`config.mk`:
```
export PLATFORM = sky130hd
export DESIGN_NAME = three_state_hysteresis_selector_flat
export DESIGN_NICKNAME = d
export VERILOG_FILES = /design/src/rtl/core/tshs_pkg.sv /design/src/rtl/core/tshs_if.sv /design/src/rtl/core/three_state_hysteresis_selector.sv /design/src/flat_wrapper.sv
export SDC_FILE = /design/constraint.sdc
export NUM_CORES = 1
export LEC_CHECK = 0
export CORE_MARGIN = 8
export CORE_UTILIZATION = 42
export DETAILED_ROUTE_END_ITERATION = 12
export DONT_BUFFER_PORTS = 1
export GPL_TIMING_DRIVEN = 0
export SLEW_MARGIN = 30
export SYNTH_ARGS = -nofsm -noshare
export SYNTH_HDL_FRONTEND = slang
export SYNTH_SLANG_ARGS = --single-unit
```
`constraint.sdc`:
```
create_clock -name clk -period 4.1 [get_ports clk]
set_input_delay 0 -clock clk [delete_from_list [all_inputs] [get_ports clk]]
set_output_delay 0 -clock clk [all_outputs]
set_load 0.05 [all_outputs]
```
`src/rtl/core/tshs_pkg.sv`:
```
// ----------------------------------------------------------------------------
// tshs_pkg
// Shared types and constants of the three-state hysteresis path selector.
// ----------------------------------------------------------------------------
package tshs_pkg;

  // Width of the configuration data and of the threshold and count registers.
  localparam int CFG_DATA_W = 16;
  // Width of the configuration register index.
  localparam int CFG_IDX_W  = 3;
  // Width of the deviation sample, unsigned Q4.12.
  localparam int DEV_W      = 16;

  typedef logic [CFG_IDX_W-1:0]  cfg_idx_t;
  typedef logic [CFG_DATA_W-1:0] cfg_data_t;
  typedef logic [DEV_W-1:0]      dev_t;

  // Configuration register indexes.
  localparam cfg_idx_t REG_STABLE_THR  = 3'd0;
  localparam cfg_idx_t REG_BIG_THR     = 3'd1;
  localparam cfg_idx_t REG_SMALL_THR   = 3'd2;
  localparam cfg_idx_t REG_ENTER_CNT   = 3'd3;
  localparam cfg_idx_t REG_CONFIRM_CNT = 3'd4;
  localparam cfg_idx_t REG_RECOVER_CNT = 3'd5;

  // Reset values of the configuration registers.
  localparam cfg_data_t RST_STABLE_THR  = 16'd2048;
  localparam cfg_data_t RST_BIG_THR     = 16'd4096;
  localparam cfg_data_t RST_SMALL_THR   = 16'd819;
  localparam cfg_data_t RST_ENTER_CNT   = 16'd3;
  localparam cfg_data_t RST_CONFIRM_CNT = 16'd2;
  localparam cfg_data_t RST_RECOVER_CNT = 16'd3;

  typedef enum logic [1:0] {
    MODE_STABLE    = 2'd0,
    MODE_CANDIDATE = 2'd1,
    MODE_UNSTABLE  = 2'd2
  } mode_t;

endpackage

```
`src/rtl/core/tshs_if.sv`:
```
// ----------------------------------------------------------------------------
// tshs_if
// Valid/ready channels of the hysteresis path selector: sample input,
// result output and configuration write.
// ----------------------------------------------------------------------------
interface tshs_in_if #(
  parameter int PATH_WIDTH = 16
);
  import tshs_pkg::*;

  logic                  valid;
  logic                  ready;
  logic [PATH_WIDTH-1:0] path_id;
  dev_t                  deviation;

  modport source (output valid, output path_id, output deviation, input ready);
  modport sink   (input valid, input path_id, input deviation, output ready);
endinterface

interface tshs_out_if #(
  parameter int PATH_WIDTH = 16
);
  import tshs_pkg::*;

  logic                  valid;
  logic                  ready;
  mode_t                 mode;
  logic [PATH_WIDTH-1:0] chosen_path;
  logic                  path_switched;

  modport source (output valid, output mode, output chosen_path, output path_switched,
                  input ready);
  modport sink   (input valid, input mode, input chosen_path, input path_switched,
                  output ready);
endinterface

interface tshs_cfg_if;
  import tshs_pkg::*;

  logic      valid;
  logic      ready;
  cfg_idx_t  index;
  cfg_data_t data;

  modport source (output valid, output index, output data, input ready);
  modport sink   (input valid, input index, input data, output ready);
endinterface

```
`src/rtl/core/three_state_hysteresis_selector.sv`:
```
// ----------------------------------------------------------------------------
// three_state_hysteresis_selector
// Debounced three-state path selector: run counters of stable and unstable
// samples drive a Stable / Candidate / Unstable machine that latches a path.
// ----------------------------------------------------------------------------
//
//  Channel  Dir  Fields                              Word
//  in_ch    in   path_id, deviation                  one sample
//  out_ch   out  mode, chosen_path, path_switched    one result per sample
//  cfg_ch   in   index, data                         one register write
//
//  One word is accepted per cycle unless the output stalls; its result
//  enters the output register next cycle, in one compare-and-count pass.
//  Reset (rst_n low, synchronous) restores the register defaults, clears the
//  run counters, the selected path and the first-sample flag.
//  A stalled output blocks new input only while the output register is full
//  and not being taken. Configuration writes are always ready.
//
module three_state_hysteresis_selector #(
  parameter int COUNT_WIDTH = 16,
  parameter int PATH_WIDTH  = 16
) (
  input  logic       clk,
  input  logic       rst_n,
  tshs_in_if.sink    in_ch,
  tshs_out_if.source out_ch,
  tshs_cfg_if.sink   cfg_ch
);
  import tshs_pkg::*;

  localparam int CMP_W = (COUNT_WIDTH > CFG_DATA_W) ? COUNT_WIDTH : CFG_DATA_W;
  localparam logic [COUNT_WIDTH-1:0] COUNT_MAX = {COUNT_WIDTH{1'b1}};

  typedef logic [COUNT_WIDTH-1:0] count_t;
  typedef logic [PATH_WIDTH-1:0]  path_t;

  // Configuration registers.
  cfg_data_t stable_thr_r, big_thr_r, floor_thr_r;
  cfg_data_t enter_cnt_r, confirm_cnt_r, recover_cnt_r;

  // Selector state.
  mode_t  mode_r, mode_nxt;
  count_t stable_run_r, stable_run_nxt;
  count_t unstable_run_r, unstable_run_nxt;
  path_t  chosen_path_r, chosen_path_nxt;
  logic   seen_first_r;
  logic   switched_nxt;

  // Output register.
  logic   out_valid_r;
  mode_t  out_mode_r;
  path_t  out_path_r;
  logic   out_switched_r;

  logic in_fire;
  logic below_stable, is_big, below_floor;
  logic [CMP_W-1:0] stable_run_x, unstable_run_x;
  logic [CMP_W-1:0] enter_x, confirm_x, recover_x;

  assign cfg_ch.ready = 1'b1;
  assign in_ch.ready  = !out_valid_r || out_ch.ready;
  assign in_fire      = in_ch.valid && in_ch.ready;

  assign out_ch.valid         = out_valid_r;
  assign out_ch.mode          = out_mode_r;
  assign out_ch.chosen_path   = out_path_r;
  assign out_ch.path_switched = out_switched_r;

  always_ff @(posedge clk) begin
    if (!rst_n) begin
      stable_thr_r  <= RST_STABLE_THR;
      big_thr_r     <= RST_BIG_THR;
      floor_thr_r   <= RST_SMALL_THR;
      enter_cnt_r   <= RST_ENTER_CNT;
      confirm_cnt_r <= RST_CONFIRM_CNT;
      recover_cnt_r <= RST_RECOVER_CNT;
    end else if (cfg_ch.valid) begin
      case (cfg_ch.index)
        REG_STABLE_THR:  stable_thr_r  <= cfg_ch.data;
        REG_BIG_THR:     big_thr_r     <= cfg_ch.data;
        REG_SMALL_THR:   floor_thr_r   <= cfg_ch.data;
        REG_ENTER_CNT:   enter_cnt_r   <= cfg_ch.data;
        REG_CONFIRM_CNT: confirm_cnt_r <= cfg_ch.data;
        REG_RECOVER_CNT: recover_cnt_r <= cfg_ch.data;
        default: ;
      endcase
    end
  end

  always_comb begin
    below_stable = in_ch.deviation < stable_thr_r;
    is_big       = in_ch.deviation > big_thr_r;
    below_floor  = in_ch.deviation < floor_thr_r;

    // Each run counter saturates and is cleared by a sample of the other kind.
    if (below_stable) begin
      stable_run_nxt   = (stable_run_r == COUNT_MAX) ? COUNT_MAX : stable_run_r + 1'b1;
      unstable_run_nxt = '0;
    end else begin
      unstable_run_nxt = (unstable_run_r == COUNT_MAX) ? COUNT_MAX : unstable_run_r + 1'b1;
      stable_run_nxt   = '0;
    end

    stable_run_x   = CMP_W'(stable_run_nxt);
    unstable_run_x = CMP_W'(unstable_run_nxt);
    enter_x        = CMP_W'(enter_cnt_r);
    confirm_x      = CMP_W'(confirm_cnt_r);
    recover_x      = CMP_W'(recover_cnt_r);

    mode_nxt        = mode_r;
    chosen_path_nxt = chosen_path_r;
    switched_nxt    = 1'b0;

    if (!seen_first_r) begin
      chosen_path_nxt = in_ch.path_id;
      switched_nxt    = 1'b1;
    end

    case (mode_r)
      MODE_STABLE: begin
        if (!below_stable && unstable_run_x >= enter_x) mode_nxt = MODE_CANDIDATE;
      end
      MODE_CANDIDATE: begin
        if (is_big && unstable_run_x >= confirm_x) begin
          mode_nxt        = MODE_UNSTABLE;
          chosen_path_nxt = in_ch.path_id;
          switched_nxt    = 1'b1;
        end
        // The return to Stable is checked last and overrides the rule above.
        if (below_floor && stable_run_x >= confirm_x) mode_nxt = MODE_STABLE;
      end
      MODE_UNSTABLE: begin
        if (below_floor && stable_run_x >= recover_x) mode_nxt = MODE_CANDIDATE;
      end
      default: ;
    endcase
  end

  always_ff @(posedge clk) begin
    if (!rst_n) begin
      mode_r         <= MODE_STABLE;
      stable_run_r   <= '0;
      unstable_run_r <= '0;
      chosen_path_r  <= '0;
      seen_first_r   <= 1'b0;
      out_valid_r    <= 1'b0;
    end else begin
      if (in_fire) begin
        mode_r         <= mode_nxt;
        stable_run_r   <= stable_run_nxt;
        unstable_run_r <= unstable_run_nxt;
        chosen_path_r  <= chosen_path_nxt;
        seen_first_r   <= 1'b1;
        out_valid_r    <= 1'b1;
      end else if (out_ch.ready) begin
        out_valid_r    <= 1'b0;
      end
    end
  end

  always_ff @(posedge clk) begin
    if (in_fire) begin
      out_mode_r     <= mode_nxt;
      out_path_r     <= chosen_path_nxt;
      out_switched_r <= switched_nxt;
    end
  end

  a_fire_fills_output: assert property (@(posedge clk) disable iff (!rst_n)
    in_fire |=> out_ch.valid)
    else $error("accepted word produced no result");

  a_first_switches: assert property (@(posedge clk) disable iff (!rst_n)
    (in_fire && !seen_first_r) |=> out_ch.path_switched)
    else $error("first word did not latch the path");

  a_runs_exclusive: assert property (@(posedge clk) disable iff (!rst_n)
    !(stable_run_r != '0 && unstable_run_r != '0))
    else $error("both run counters are nonzero");

  a_mode_holds_idle: assert property (@(posedge clk) disable iff (!rst_n)
    !in_fire |=> $stable(mode_r))
    else $error("mode changed without an accepted word");

  a_result_path_current: assert property (@(posedge clk) disable iff (!rst_n)
    out_ch.valid |-> (out_ch.chosen_path == chosen_path_r))
    else $error("result path differs from the held path");

endmodule

```
`src/flat_wrapper.sv`:
```
// flat-port wrapper written by rule: the top's interface ports become plain ports
module three_state_hysteresis_selector_flat import tshs_pkg::*;
#(
  parameter int COUNT_WIDTH = 16,
  parameter int PATH_WIDTH  = 16
)
  (clk, rst_n, in_ch_valid, in_ch_path_id, in_ch_deviation, in_ch_ready, out_ch_valid, out_ch_mode, out_ch_chosen_path, out_ch_path_switched, out_ch_ready, cfg_ch_valid, cfg_ch_index, cfg_ch_data, cfg_ch_ready);
  tshs_in_if #(.PATH_WIDTH(PATH_WIDTH)) in_ch_i ();
  tshs_out_if #(.PATH_WIDTH(PATH_WIDTH)) out_ch_i ();
  tshs_cfg_if cfg_ch_i ();
  input  logic clk;
  input  logic rst_n;
  input wire logic [$bits(in_ch_i.valid)-1:0] in_ch_valid;
  input wire logic [$bits(in_ch_i.path_id)-1:0] in_ch_path_id;
  input wire logic [$bits(in_ch_i.deviation)-1:0] in_ch_deviation;
  output wire logic [$bits(in_ch_i.ready)-1:0] in_ch_ready;
  output wire logic [$bits(out_ch_i.valid)-1:0] out_ch_valid;
  output wire logic [$bits(out_ch_i.mode)-1:0] out_ch_mode;
  output wire logic [$bits(out_ch_i.chosen_path)-1:0] out_ch_chosen_path;
  output wire logic [$bits(out_ch_i.path_switched)-1:0] out_ch_path_switched;
  input wire logic [$bits(out_ch_i.ready)-1:0] out_ch_ready;
  input wire logic [$bits(cfg_ch_i.valid)-1:0] cfg_ch_valid;
  input wire logic [$bits(cfg_ch_i.index)-1:0] cfg_ch_index;
  input wire logic [$bits(cfg_ch_i.data)-1:0] cfg_ch_data;
  output wire logic [$bits(cfg_ch_i.ready)-1:0] cfg_ch_ready;
  assign in_ch_i.valid = in_ch_valid;
  assign in_ch_i.path_id = in_ch_path_id;
  assign in_ch_i.deviation = in_ch_deviation;
  assign in_ch_ready = in_ch_i.ready;
  assign out_ch_valid = out_ch_i.valid;
  assign out_ch_mode = out_ch_i.mode;
  assign out_ch_chosen_path = out_ch_i.chosen_path;
  assign out_ch_path_switched = out_ch_i.path_switched;
  assign out_ch_i.ready = out_ch_ready;
  assign cfg_ch_i.valid = cfg_ch_valid;
  assign cfg_ch_i.index = cfg_ch_index;
  assign cfg_ch_i.data = cfg_ch_data;
  assign cfg_ch_ready = cfg_ch_i.ready;
  three_state_hysteresis_selector #(.COUNT_WIDTH(COUNT_WIDTH), .PATH_WIDTH(PATH_WIDTH)) u_core (.clk(clk), .rst_n(rst_n), .in_ch(in_ch_i), .out_ch(out_ch_i), .cfg_ch(cfg_ch_i));
endmodule
```
# ---- After elaboration in Yosys (flattened, before gate mapping)
# Index checks and enable logic that the tools add are counted.
dict set report totals {
  ff_bits 167
  output_inout_bits 22
  in_bits 56
  elab_cells 67
}
dict set report op_classes {
  order_cmp 7
  addsub 2
  eq_ne 9
  n_mux 17
  reduce_logical 17
}
# op count
set op_table {}
lappend op_table {{two-way mux 16 bit} 7}
lappend op_table {{>= comparator 16 bit} 4}
lappend op_table {{adder 16 x 1 -> 16 bit (second input constant)} 2}
lappend op_table {{== test 16 bit (second input constant)} 2}
lappend op_table {{less-than comparator 16 bit} 2}
lappend op_table {{greater-than comparator 16 bit} 1}
lappend op_table {{AND reduction 2 bit} 6}
lappend op_table {{two-way mux 2 bit} 4}
lappend op_table {{== test 3 x 2 -> 1 bit (second input constant)} 2}
lappend op_table {{== test 3 bit (second input constant)} 2}
lappend op_table {{case mux 2 bit (3 select lines)} 1}
lappend op_table {{logical AND 1 bit} 5}
lappend op_table {{two-way mux 1 bit} 5}
lappend op_table {{== test 3 x 1 -> 1 bit (second input constant)} 1}
lappend op_table {{logical NOT 3 bit} 1}
lappend op_table {{== test 2 x 1 -> 1 bit (second input constant)} 1}
lappend op_table {{== test 2 bit (second input constant)} 1}
lappend op_table {{logical NOT 1 bit} 2}
lappend op_table {{logical NOT 2 bit} 1}
lappend op_table {{nonzero test 2 bit} 1}
lappend op_table {{logical OR 1 bit} 1}

# ---- Depth between registers and ports, before layout
dict set report logic_depth {
  ltp_word 8
  mapped_depth 18
}

# ---- Worst setup path after synthesis
# Ideal clock, no wire load.
dict set report synth_timing {
  kind {register to register}
  start {register u_core.stable_thr_r[2]}
  end {register u_core.out_path_r[0] (netlist: u_core.out_ch.chosen_path[0]) (data pin)}
  slack_ps 5
  t_required_ps 3840
  stages_incl_launch_ff 18
  arrival_ps 3834
  path_cell_list {dfxtp_1 -> inv_1 -> ha_1 -> a211o_1 -> a31oi_1 -> o31ai_1 -> a211oi_1 -> clkbuf_1 -> a21oi_1 -> ha_1 -> a21o_1 -> a21o_1 -> a221oi_1 -> o211ai_1 -> a31oi_4 -> o21ai_4 -> buf_12 -> mux2_4}
}
dict set report synth_via {
  elab_chain_len 6
}
# element line_no
set synth_rtl {}
lappend synth_rtl {{from (decl)} three_state_hysteresis_selector.sv:38} ;# cfg_data_t stable_thr_r, big_thr_r, floor_thr_r;
lappend synth_rtl {{from (signal assigned)} three_state_hysteresis_selector.sv:79} ;# REG_STABLE_THR: stable_thr_r <= cfg_ch.data;
lappend synth_rtl {{less-than comparator 16 bit} three_state_hysteresis_selector.sv:91} ;# below_stable = in_ch.deviation < stable_thr_r;
lappend synth_rtl {{two-way mux 16 bit} three_state_hysteresis_selector.sv:96} ;# if (below_stable) begin
lappend synth_rtl {{net u_core.unstable_run_nxt[5]} three_state_hysteresis_selector.sv:44} ;# count_t unstable_run_r, unstable_run_nxt;
lappend synth_rtl {{>= comparator 16 bit} three_state_hysteresis_selector.sv:124} ;# if (is_big && unstable_run_x >= confirm_x) begin
lappend synth_rtl {{logical AND 1 bit} three_state_hysteresis_selector.sv:124}
lappend synth_rtl {{two-way mux 16 bit} three_state_hysteresis_selector.sv:124}
lappend synth_rtl {{two-way mux 16 bit} three_state_hysteresis_selector.sv:119} ;# case (mode_r)
lappend synth_rtl {{net u_core.chosen_path_nxt[0]} three_state_hysteresis_selector.sv:45} ;# path_t chosen_path_r, chosen_path_nxt;
lappend synth_rtl {{to (signal assigned)} three_state_hysteresis_selector.sv:164} ;# out_path_r <= chosen_path_nxt;
lappend synth_rtl {{to (decl)} three_state_hysteresis_selector.sv:52} ;# path_t out_path_r;
# The timed path passes the listed nets, and every way through them passes these cells.
# A chain may end at the register's enable or synchronous reset.

# ---- Final worst setup path
dict set report layout_timing {
  start {register u_core.stable_thr_r[15]}
  end {register u_core.out_path_r[4] (netlist: u_core.out_ch.chosen_path[4]) (data pin)}
}
# Same word-level chain as after synthesis.

==> metrics <==
CTS tree done; Placed Instance Area 10,200 um^2; antenna violations before repair 1; routability cong. 0.835; Crit path max-delay family compound AO/OA/AOI/OAI gates; Vias 8,346; CP Max Fanout 8; first-pass GRT wire length 44,400 um; CP Buf/Inv Count 5; worst-case vdd ir drop 243 uV; Post-Syn Area per Cell 8.30 um^2; Clock Skews 0.0113 ns; DRT Pass-1 Iters 5; total die area 28,600 um^2; Critical Path Max Stage Delay 0.51 ns; ANT nets after route 0; Lkg Pwr 4.50 nW; Peak Freq 0.248 GHz; Synth Cell Area 9840 um^2; GRT Total Usage 19.9%; Core Box Area 23,300 um^2; std cell rows 56; sequential-to-total area share from yosys stat 35.9%; grt ovf 0; final hold viol count 0; largest net degree at the start of global routing 29; via density per instance 5.23; Post-synth EDFFs 19; I/O pin cnt 78; # port buffers 0; share of layout cells above drive strength 1 10.5%; Synth cell types 62; ys async rst share 0%; RSZ-0062 raised after global routing yes; Slowest-stage cell, CP o21ai_1; initial drt markers 489; Tot Pwr 3.90 mW; HPWL Detailed 20,400 um; part of the cycle the worst path needs 98.4%; setup violators final 0; worst-path cell chain inv_1 > ha_1 > nand2_1 > o21ai_1 > a211oi_4 > buf_6 > clkbuf_16 > a21oi_4 > ha_4 > a21o_1 > a21o_1 > a221oi_2 > o211ai_1 > a31oi_4 > o21ai_4 > buf_12 > buf_12 > mux2_4; worst-skew pair later-pin latency 0.44 ns; DRT Wirelength 27,900 um; final critical-path required period 4.03 ns; Initial Utilization 42.3%; Main synth FF type dfxtp_1; clock sinks 167; H-tree levels 4; Slew HR 53.2%; root buffer cell clkbuf_16; actual slew at the worst max-slew pin 0.703 ns; max-slew violations 0; wire length per cell 17.5 um; Syn Nets 1,352; die height 169 um; Post-Syn Instances 1,186; drc violations 0; synth warn 0; Clock Tree Buf Depth 2; final instance area 11,800 um^2; nature of the critical path startpoint flop; number of CTS-inserted buffers 17; vias in the first global route 8,178; final net count 1,429; area grow syn2layout 20.3%; worst min-delay path class input pin to flop; crit path DAT 4.22 ns; clk slew on worst S/H paths 0.07 ns; P per Cell Area 329 nW/um^2; hold_ws 0.0149 ns; Filler Cell Count 2,242; flops & latches, synth 167; outcome finished clean; CP Class flop to flop; WP data required 4.29 ns; Max-Cap Viols 0; Die Span X 169 um; Crit. End Element flop
-- worst reg2reg max path: stages (launching register included) --
cell and delay [ns]:
dfxtp_1 0.33, inv_1 0.05, ha_1 0.31, nand2_1 0.06
o21ai_1 0.51, a211oi_4 0.09, buf_6 0.17, clkbuf_16 0.17
a21oi_4 0.20, ha_4 0.24, a21o_1 0.17, a21o_1 0.18
a221oi_2 0.21, o211ai_1 0.16, a31oi_4 0.25, o21ai_4 0.10
buf_12 0.15, buf_12 0.13, mux2_4 0.29
-- Yosys cell counts, types with 2 or more instances --
cell / count / area share, %
a2111oi_0: 2 / 0.18
a211o_1: 3 / 0.27
a211oi_1: 9 / 0.69
a21boi_0: 115 / 8.8
a21o_1: 13 / 0.99
a21oi_1: 58 / 2.9
a31oi_1: 4 / 0.25
a41oi_1: 3 / 0.27
and2_1: 6 / 0.38
and3_1: 10 / 0.64
and4_1: 7 / 0.62
buf_2: 3 / 0.15
clkbuf_1: 45 / 1.7
dfxtp_1: 148 / 30
edfxtp_1: 19 / 5.8
ha_1: 110 / 14
inv_1: 100 / 3.8
mux2_2: 7 / 0.80
mux2_4: 9 / 1.4
mux2i_1: 16 / 1.6
nand2_1: 315 / 12
nand2b_1: 7 / 0.44
nand3_1: 26 / 1.3
nand4_1: 16 / 1.0
nor2_1: 22 / 0.84
nor2b_1: 6 / 0.38
nor3_1: 8 / 0.41
o211a_1: 2 / 0.20
o211ai_1: 14 / 1.1
o21a_1: 9 / 0.69
o21ai_0: 22 / 1.1
o31ai_1: 4 / 0.31
xnor2_1: 8 / 0.71
xor2_1: 12 / 1.1
-- through the flow --
step                setup WS [ns]  utilization [%]  cells  setup TNS (ns)
floorplan                 0.00545                -   1186               0
global placement            -1.78             44.0   1505          -57.16
detailed placement          -1.44             44.1   1505          -44.50
CTS                      0.000848             49.7   1589               0
global route              -0.0639             50.9   1596          -0.762
finish                     0.0654             50.9   1596               0
-- per-layer routing --
metal	track usage, %	wire length [um]
met5	0	0
met4	5.66	479
met1	24.8	12700
met2	34.1	13400
met3	4.03	1290
-- where the power goes --
group | internal, mW | total [mW] | switching (mW) | leakage, nW
Combinational | 0.216 | 0.496 | 0.280 | 2.83
Clock | 0.814 | 1.61 | 0.793 | 0.279
Sequential | 1.71 | 1.79 | 0.0827 | 1.39
Total | 2.74 | 3.90 | 1.16 | 4.50
-- kinds of logic after synthesis --
kind of cell,count (synthesis),synth area share [%]
compound gates,270,19.1
xor+xnor,20,1.78
fa+ha+maj,110,14.0
buf+inv,152,6.11
flops,167,35.9
mux,32,3.80
other cells,1,0.0381
simple gates,434,19.2
-- final timing paths --
kind / from / endpoint / slack, ns / cells after the start
max: u_core.stable_thr_r[15] / u_core.out_ch.chosen_path[4] / 0.07 / 18
min: cfg_ch_valid / u_core.recover_cnt_r[5] / 0.01 / 3
max reg2reg: u_core.stable_thr_r[15] / u_core.out_ch.chosen_path[4] / 0.07 / 18
min reg2reg: u_core.chosen_path_r[13] / u_core.chosen_path_r[13] / 0.46 / 2
-- layout make-up --
class	instances	area, um^2	share of cell area (%)
multi-input combinational	868	6100	51.5
clock buffer	17	425	3.59
timing repair buffer	58	586	4.95
tap	319	399	3.37
clock inverter	15	156	1.32
sequential	167	3540	29.9
inverter	101	379	3.20
buffer	50	250	2.11
antenna	1	2.50	0.0211
-- placed cells by master, fill, tap and decap left out, types with 4 or more instances in the layout --
master / synthesis / routed
a211oi_1: 9 / 7
a21boi_0: 115 / 114
a21o_1: 13 / 13
a21oi_1: 58 / 43
a21oi_2: 0 / 5
a21oi_4: 0 / 10
and2_1: 6 / 6
and3_1: 10 / 10
and4_1: 7 / 7
buf_4: 1 / 15
buf_6: 1 / 4
clkbuf_1: 45 / 42
clkbuf_16: 0 / 18
clkinv_4: 0 / 4
dfxtp_1: 148 / 143
dfxtp_2: 0 / 5
dlygate4sd3_1: 0 / 39
edfxtp_1: 19 / 19
ha_1: 110 / 102
ha_4: 0 / 7
inv_1: 100 / 97
inv_8: 0 / 5
mux2_4: 9 / 15
mux2i_1: 16 / 16
nand2_1: 315 / 312
nand2b_1: 7 / 7
nand3_1: 26 / 26
nand4_1: 16 / 16
nor2_1: 22 / 20
nor2b_1: 6 / 6
nor3_1: 8 / 6
o211ai_1: 14 / 14
o21a_1: 9 / 9
o21ai_0: 22 / 19
xnor2_1: 8 / 8
xor2_1: 12 / 12
-- timing repair --
action	in CTS	in global routing
endpoints found under the hold margin	138	0
cloned	2	0
gates resized for setup	43	49
pin swaps	15	18
endpoints found under the setup margin	37	37
hold buffers	39	0
buffers inserted	12	7
Note: power is estimated with default switching activity, not from simulation.
